<file path="src/rtl/xfpr_pkg.sv">
package xfpr_pkg;

  localparam int MAX_PAYLOAD  = 8192;
  localparam int HEADER_BYTES = 4;
  localparam int KEY_LENGTH   = 11;

  localparam logic [15:0] MAX_LENGTH  = 16'(MAX_PAYLOAD + HEADER_BYTES);
  localparam logic [7:0]  CHAIN_SEED  = 8'd118;
  localparam logic [7:0]  PICK_CHAIN  = 8'h13;
  localparam logic [7:0]  PICK_KEY    = 8'h14;
  localparam logic [7:0]  TYPE_ONE    = 8'd1;

  localparam int POS_W  = 14;
  localparam int IDX_W  = 13;
  localparam int FLEN_W = 14;
  localparam int KIDX_W = 4;

  localparam logic [POS_W-1:0] POS_LEN_LO  = POS_W'(0);
  localparam logic [POS_W-1:0] POS_LEN_HI  = POS_W'(1);
  localparam logic [POS_W-1:0] POS_TYPE_LO = POS_W'(2);
  localparam logic [POS_W-1:0] POS_TYPE_HI = POS_W'(3);

  localparam int OUT_DATA_W = 40;
  localparam int OUT_USER_W = 4;

  typedef enum logic [1:0] {
    CIPHER_NONE  = 2'd0,
    CIPHER_CHAIN = 2'd1,
    CIPHER_KEY   = 2'd2
  } cipher_t;

  typedef struct packed {
    logic              length_error;
    cipher_t           cipher_used;
    logic              empty_frame;
    logic              last_byte;
    logic [FLEN_W-1:0] frame_length;
    logic [IDX_W-1:0]  byte_index;
    logic [7:0]        out_byte;
  } result_t;

  function automatic logic [7:0] key_byte(input logic [KIDX_W-1:0] idx);
    logic [7:0] k;
    case (idx)
      4'd0:    k = "q";
      4'd1:    k = "m";
      4'd2:    k = "f";
      4'd3:    k = "a";
      4'd4:    k = "k";
      4'd5:    k = "t";
      4'd6:    k = "n";
      4'd7:    k = "p";
      4'd8:    k = "g";
      4'd9:    k = "j";
      4'd10:   k = "s";
      default: k = "q";
    endcase
    return k;
  endfunction

endpackage

</file>
<file path="src/rtl/xfpr_core.sv">
module xfpr_core (
  input  logic              clk,
  input  logic              rst,
  input  logic              accept,
  input  logic [7:0]        rx_byte,
  input  logic              restart,
  output logic              res_valid,
  output xfpr_pkg::result_t res
);

  logic [xfpr_pkg::POS_W-1:0]  frame_position, frame_position_next, pos_e;
  logic [15:0]                 length_field, length_field_next, len_e;
  logic [7:0]                  cipher_type_low, cipher_type_low_next, ctl_e;
  logic                        type_is_one, type_is_one_next, t1_e;
  logic                        encrypted_link, encrypted_link_next, enc_e;
  xfpr_pkg::cipher_t           cipher_choice, cipher_choice_next, ch_e;
  logic [7:0]                  previous_cipher_byte, previous_cipher_byte_next, prev_e;
  logic [xfpr_pkg::KIDX_W-1:0] key_index, key_index_next, ki_e;

  logic [xfpr_pkg::POS_W-1:0]  idx;
  logic [xfpr_pkg::KIDX_W-1:0] ki_use;
  logic [7:0]                  prev_use, k;
  logic                        last;

  // A restart flag makes the item see the reset state before it is processed.
  always_comb begin
    pos_e  = restart ? '0 : frame_position;
    len_e  = restart ? '0 : length_field;
    ctl_e  = restart ? '0 : cipher_type_low;
    t1_e   = restart ? 1'b0 : type_is_one;
    enc_e  = restart ? 1'b0 : encrypted_link;
    ch_e   = restart ? xfpr_pkg::CIPHER_NONE : cipher_choice;
    prev_e = restart ? '0 : previous_cipher_byte;
    ki_e   = restart ? '0 : key_index;
  end

  always_comb begin
    frame_position_next       = pos_e;
    length_field_next         = len_e;
    cipher_type_low_next      = ctl_e;
    type_is_one_next          = t1_e;
    encrypted_link_next       = enc_e;
    cipher_choice_next        = ch_e;
    previous_cipher_byte_next = prev_e;
    key_index_next            = ki_e;
    res_valid                 = 1'b0;
    res                       = '0;
    res.frame_length          = len_e[xfpr_pkg::FLEN_W-1:0];
    idx                       = pos_e - xfpr_pkg::POS_W'(xfpr_pkg::HEADER_BYTES);
    last                      = ({2'b00, pos_e} + 16'd1) == len_e;
    ki_use                    = ki_e;
    prev_use                  = prev_e;
    k                         = 8'd0;
    case (pos_e)
      xfpr_pkg::POS_LEN_LO: begin
        length_field_next   = {8'd0, rx_byte};
        frame_position_next = xfpr_pkg::POS_LEN_HI;
      end
      xfpr_pkg::POS_LEN_HI: begin
        length_field_next   = {rx_byte, len_e[7:0]};
        frame_position_next = xfpr_pkg::POS_TYPE_LO;
      end
      xfpr_pkg::POS_TYPE_LO: begin
        cipher_type_low_next = rx_byte;
        frame_position_next  = xfpr_pkg::POS_TYPE_HI;
      end
      xfpr_pkg::POS_TYPE_HI: begin
        type_is_one_next = (ctl_e == xfpr_pkg::TYPE_ONE) && (rx_byte == 8'd0);
        if (len_e[15] || len_e < 16'(xfpr_pkg::HEADER_BYTES) ||
            len_e > xfpr_pkg::MAX_LENGTH) begin
          frame_position_next = '0;
          res_valid           = 1'b1;
          res.length_error    = 1'b1;
        end else if (len_e == 16'(xfpr_pkg::HEADER_BYTES)) begin
          if (type_is_one_next && ch_e == xfpr_pkg::CIPHER_NONE) begin
            encrypted_link_next = 1'b1;
          end
          frame_position_next = '0;
          res_valid           = 1'b1;
          res.last_byte       = 1'b1;
          res.empty_frame     = 1'b1;
        end else begin
          frame_position_next = xfpr_pkg::POS_W'(xfpr_pkg::HEADER_BYTES);
        end
      end
      default: begin
        // The first payload byte may pick the cipher for the whole connection.
        if (idx == '0) begin
          ki_use   = '0;
          prev_use = '0;
          if (t1_e && ch_e == xfpr_pkg::CIPHER_NONE) begin
            encrypted_link_next = 1'b1;
            if (rx_byte == xfpr_pkg::PICK_CHAIN) begin
              cipher_choice_next = xfpr_pkg::CIPHER_CHAIN;
            end else if (rx_byte == xfpr_pkg::PICK_KEY) begin
              cipher_choice_next = xfpr_pkg::CIPHER_KEY;
            end
          end
        end
        k            = xfpr_pkg::key_byte(ki_use);
        res.out_byte = rx_byte;
        if (t1_e && cipher_choice_next == xfpr_pkg::CIPHER_CHAIN) begin
          res.out_byte    = rx_byte ^ ((idx == '0) ? xfpr_pkg::CHAIN_SEED : prev_use);
          res.cipher_used = xfpr_pkg::CIPHER_CHAIN;
        end else if (t1_e && cipher_choice_next == xfpr_pkg::CIPHER_KEY) begin
          if (rx_byte != 8'd0 && rx_byte != k) begin
            res.out_byte = rx_byte ^ k;
          end
          res.cipher_used = xfpr_pkg::CIPHER_KEY;
        end
        previous_cipher_byte_next = rx_byte;
        key_index_next = (ki_use == xfpr_pkg::KIDX_W'(xfpr_pkg::KEY_LENGTH - 1)) ?
                         '0 : ki_use + xfpr_pkg::KIDX_W'(1);
        frame_position_next = last ? '0 : pos_e + xfpr_pkg::POS_W'(1);
        res_valid      = 1'b1;
        res.byte_index = idx[xfpr_pkg::IDX_W-1:0];
        res.last_byte  = last;
      end
    endcase
    if (!accept) begin
      res_valid = 1'b0;
    end
  end

  always_ff @(posedge clk) begin
    if (rst) begin
      frame_position       <= '0;
      length_field         <= '0;
      cipher_type_low      <= '0;
      type_is_one          <= 1'b0;
      encrypted_link       <= 1'b0;
      cipher_choice        <= xfpr_pkg::CIPHER_NONE;
      previous_cipher_byte <= '0;
      key_index            <= '0;
    end else if (accept) begin
      frame_position       <= frame_position_next;
      length_field         <= length_field_next;
      cipher_type_low      <= cipher_type_low_next;
      type_is_one          <= type_is_one_next;
      encrypted_link       <= encrypted_link_next;
      cipher_choice        <= cipher_choice_next;
      previous_cipher_byte <= previous_cipher_byte_next;
      key_index            <= key_index_next;
    end
  end

endmodule

</file>
<file path="src/rtl/xfpr_out_reg.sv">
module xfpr_out_reg (
  input  logic              clk,
  input  logic              rst,
  input  logic              push,
  input  xfpr_pkg::result_t push_data,
  output logic              can_push,
  output logic              out_valid,
  input  logic              out_ready,
  output xfpr_pkg::result_t out_data
);

  logic              skid_valid;
  xfpr_pkg::result_t skid_data;

  assign can_push = !skid_valid;

  // The skid entry catches a result that arrives while the output stalls.
  always_ff @(posedge clk) begin
    if (rst) begin
      out_valid  <= 1'b0;
      skid_valid <= 1'b0;
    end else if (!out_valid || out_ready) begin
      if (skid_valid) begin
        out_valid  <= 1'b1;
        skid_valid <= 1'b0;
      end else begin
        out_valid <= push;
      end
    end else if (push) begin
      skid_valid <= 1'b1;
    end
  end

  always_ff @(posedge clk) begin
    if (!out_valid || out_ready) begin
      out_data <= skid_valid ? skid_data : push_data;
    end else if (push) begin
      skid_data <= push_data;
    end
  end

endmodule

</file>
<file path="src/rtl/xor_framed_packet_receiver.sv">
// Throughput: one received byte per cycle while s_tready is high; header bytes give no transfer of
// their own, save the last on a length error or an empty frame. The two-entry output stage keeps
// s_tready high while one result waits to be taken, and drops it while the skid entry is full.
// Reset (rst, synchronous) clears the frame position, the cipher choice and the output stage.
// A restart byte first clears the frame position and the cipher choice, then opens a new connection.
module xor_framed_packet_receiver (
  input  logic                            clk,
  input  logic                            rst,
  input  logic                            s_tvalid,
  output logic                            s_tready,
  input  logic [7:0]                      s_tdata,   // rx_byte
  input  logic                            s_tuser,   // restart
  output logic                            m_tvalid,
  input  logic                            m_tready,
  output logic [xfpr_pkg::OUT_DATA_W-1:0] m_tdata,   // out_byte, byte_index, frame_length, zero fill
  output logic [xfpr_pkg::OUT_USER_W-1:0] m_tuser,   // empty_frame, cipher_used, length_error
  output logic                            m_tlast    // last_byte
);

  logic              accept;
  logic              res_valid;
  xfpr_pkg::result_t res;
  xfpr_pkg::result_t out_data;

  assign accept = s_tvalid && s_tready;

  xfpr_core u_core (
    .clk       (clk),
    .rst       (rst),
    .accept    (accept),
    .rx_byte   (s_tdata),
    .restart   (s_tuser),
    .res_valid (res_valid),
    .res       (res)
  );

  xfpr_out_reg u_out_reg (
    .clk       (clk),
    .rst       (rst),
    .push      (res_valid),
    .push_data (res),
    .can_push  (s_tready),
    .out_valid (m_tvalid),
    .out_ready (m_tready),
    .out_data  (out_data)
  );

  assign m_tdata = {5'd0, out_data.frame_length, out_data.byte_index, out_data.out_byte};
  assign m_tuser = {out_data.length_error, out_data.cipher_used, out_data.empty_frame};
  assign m_tlast = out_data.last_byte;

endmodule
</file>
<file path="config.mk">
export PLATFORM = sky130hd
export DESIGN_NAME = xor_framed_packet_receiver
export DESIGN_NICKNAME = d
export VERILOG_FILES = /design/src/rtl/xfpr_pkg.sv /design/src/rtl/xfpr_core.sv /design/src/rtl/xfpr_out_reg.sv /design/src/rtl/xor_framed_packet_receiver.sv
export SDC_FILE = /design/constraint.sdc
export NUM_CORES = 1
export LEC_CHECK = 0
export ABC_AREA = 0
export BUFFER_PORTS_ARGS = -buffer_cell sky130_fd_sc_hd__buf_2
export CORE_MARGIN = 2
export CORE_UTILIZATION = 50
export DETAILED_ROUTE_END_ITERATION = 10
export GPL_TIMING_DRIVEN = 0
export MAX_ROUTING_LAYER = met4
export PLACE_DENSITY = 0.69
export SLEW_MARGIN = 0
export SYNTH_ARGS = -nofsm -noshare
export SYNTH_HDL_FRONTEND = slang
export SYNTH_SLANG_ARGS = --single-unit
</file>
<file path="constraint.sdc">
create_clock -name clk -period 7.6 [get_ports clk]
set_input_delay 0.76 -clock clk [delete_from_list [all_inputs] [get_ports clk]]
set_output_delay 0.76 -clock clk [all_outputs]
set_load 0.01 [all_outputs]
</file>
==> qor.yml <==
clocking:
  cts.sink_count: 135
  clock-root-buffer: "clkbuf_16"
  post_cts_buffers: 0
  path_clk_slew_ns: 0.06
  cts_buffers: 17
  cts_htree_levels: 4
  cts.repair.resized: 0
  clk-insertion-delay-late_ns: 0.43
  cts_tree: "yes"
  ctsHoldBuffers: 0
  ctsLongestPathBuffers: 2
synth:
  synth-edff-count: 80
  synth_top_family_by_area: "simple AND/OR/NAND/NOR gates"
  synth.cell_area_um2: 7133
  synth-compound-area-share_pct: 16.51
  avgSynthCellArea_um2: 9.511
  synth_ff_type: "edfxtp_1"
  syn-instance-count: 750
  ys_seq_elements: 135
  synth_seq_area_share_pct: 49.11
  synth_top_area_share_pct: 33.68
  yosys.area_share.xor_xnor_pct: 3.070
  async_reset_ff_share_pct: 0
  yosysWarnings: 0
  synthMuxAreaShare_pct: 3.315
  synth_fa_ha_area_share_pct: 1.579
  yosysTopAreaCell: "edfxtp_1"
  synth_area_leaders: "edfxtp_1, dfxtp_1, nor2_1"
  yosysUniqueCellTypes: 67
  synth_simple_gate_area_share_pct: 21.59
sta:
  setup_viol: 0
  worstMarginPinSlew_ns: 0.8791
  hold_violations: 0
  skew_ns: 0.01073
  timing.hold.ws_ns: 0.4944
  layout_min_cycle_time_ns: 6.479
  post-route-period-util_pct: 85.25
  relSlewSlack_pct: 40.90
  slew_violations: 0
  rsz0062_at_grt: "no"
  max_freq_mhz: 154.3
  setup_ws_ns: 1.121
  tns_ns: 0
placed_design:
  placed_area_um2: 7684
  dp_slack_ns: 0.8895
  placed_cells: 985
  io_buffer_count: 49
  dp_hpwl_um: 14990
  gp_routability_congestion: 0.9388
run_status:
  status: "completed"
final_layout:
  final_common_cell: "nor2_1"
  design_area_um2: 8289
  num_antenna_cells: 0
  drive_above_1_share_pct: 15.79
  final-instance-count-excl-fill: 1016
  mostFrequentLayoutCells: "nor2_1, edfxtp_1, nand2_1"
  syn_to_final_growth_pct: 16.21
  final_util_pct: 59.49
  nets: 846
route:
  vias: 6326
  dr.pass1.iters: 5
  drc_errors: 0
  finalWirelength_um: 21230
  postRouteAntennaNets: 0
  post_drt_wl_per_cell_um: 20.90
  viasPerCell: 6.226
  drt_iter0_drc: 891
floorplanning:
  start_util_pct: 51.19
  io_pins: 60
  core_area_um2: 13930
  die_h_um: 123.4
  dieArea_um2: 15240
  row_count: 43
  die_w_um: 123.4
power_and_ir_drop:
  vdd_ir_drop_max_mv: 0.1449
  leakagePower_nw: 3.045
  finalPower_mw: 1.862
  power_density_nw_per_um2: 224.7
grt:
  antenna_found_initial: 0
  grt_use_met1_pct: 41.11
  grt_use_met3_pct: 6.873
  use_met2_pct: 42.14
  grt_pass1_wl_um: 32440
  grt_max_degree: 23
  grt.busiest_layer: "met2"
  gr-total-overflow: 0
  first_global_vias: 5817
  grtUsageTotal_pct: 29.49
critical_path:
  required_ns: 7.83
  crit_path_cell_trace: "buf_2 -> clkbuf_1 -> clkinv_1 -> clkbuf_1 -> nand2_1 -> ha_1 -> or3b_2 -> nor4_1 -> a21oi_1 -> and2_1 -> ha_1 -> a22oi_1 -> a211oi_1 -> xnor2_1 -> or4b_1 -> nor2_1 -> a21oi_1 -> o41ai_1"
  startpoint_type: "input port"
  worstPathArrival_ns: 6.71
  slowest_delay_ns: 0.63
  critPathKind: "in2reg"
  crit_fanout: 10
  end_kind: "flip-flop"
  crit_path_top_delay_cell: "or4b_1"
run:
  cap_violations: 0
hold_path:
  hold_class: "reg2reg"
[registers in the layout, indices dropped and copies added, names as in the netlist, 2 cells and up]
register                     flops
u_out_reg.out_data              40
u_out_reg.skid_data             40
u_core.length_field             16
u_core.frame_position           14
u_core.cipher_type_low           8
u_core.previous_cipher_byte      8
u_core.key_index                 4
u_core.cipher_choice             2
[final timing paths]
path                                  from                     to  slack [ns]  cells after the start
setup / recovery                   s_tuser  u_out_reg.out_data[1]        1.12                     18
hold / removal         u_core.key_index[1]    u_core.key_index[1]        0.49                      2
setup reg to reg  u_core.frame_position[0]  u_out_reg.out_data[1]        2.62                     14
hold reg to reg        u_core.key_index[1]    u_core.key_index[1]        0.49                      2
[synth_stat cells (6+ instances only)]
library cell and instances:
nor2_1 101, edfxtp_1 80, nand2_1 70, dfxtp_1 55, clkbuf_1 40, a22oi_1 37, nor3_1 29, a21oi_1 23
nand3_1 22, mux2_2 21, nor2b_1 21, o21ai_0 20, inv_1 18, o31ai_1 18, a31oi_1 17, nor4_1 15
xnor2_1 13, xor2_1 12, ha_1 9, o211ai_1 7, a211oi_1 6, buf_4 6, nand3b_1 6, nand4_1 6
or4_1 6
[layer usage]
metal	wire length (µm)	vias up
met5	0	-
met4	510	0
met3	1965	52
met2	9292	318
met1	9462	3035
li1	-	2921
[power by group]
group	switching [mW]	internal, mW	total (mW)	leakage (nW)
Combinational	0.127	0.0639	0.191	1.50
Clock	0.333	0.518	0.851	0.295
Sequential	0.0151	0.805	0.820	1.25
[layout make-up]
| cell class | count | area [µm²] |
|---|---|---|
| Buffer | 58 | 269.0 |
| Clock buffer | 17 | 425.4 |
| Clock inverter | 14 | 173.9 |
| Fill cell | 1201 | 5645 |
| Inverter | 19 | 71.32 |
| Multi-Input combinational cell | 542 | 3321 |
| Sequential cell | 135 | 3503 |
| Tap cell | 180 | 225.2 |
| Timing Repair Buffer | 51 | 300.3 |
[cells by family (layout without fill, tap and decap cells)]
kind of cell             count (synthesis)  in the layout
AO/OA/AOI/OAI                          169            169
XOR/XNOR                                25             25
adder cells (fa/ha/maj)                  9              9
buffers and inverters                   77            159
flip-flops                             135            135
multiplexers                            21             21
other                                    1              5
AND/OR/NAND/NOR                        313            313
[worst max-delay path, delay by kind of cell]
| family | cells | cell delay, ns |
|---|---|---|
| compound gates | 5 | 1.18 |
| xor+xnor | 1 | 0.17 |
| fa+ha+maj | 2 | 0.57 |
| buf+inv | 4 | 1.45 |
| simple gates | 6 | 2.55 |
Note: power is estimated with default switching activity, not from simulation.
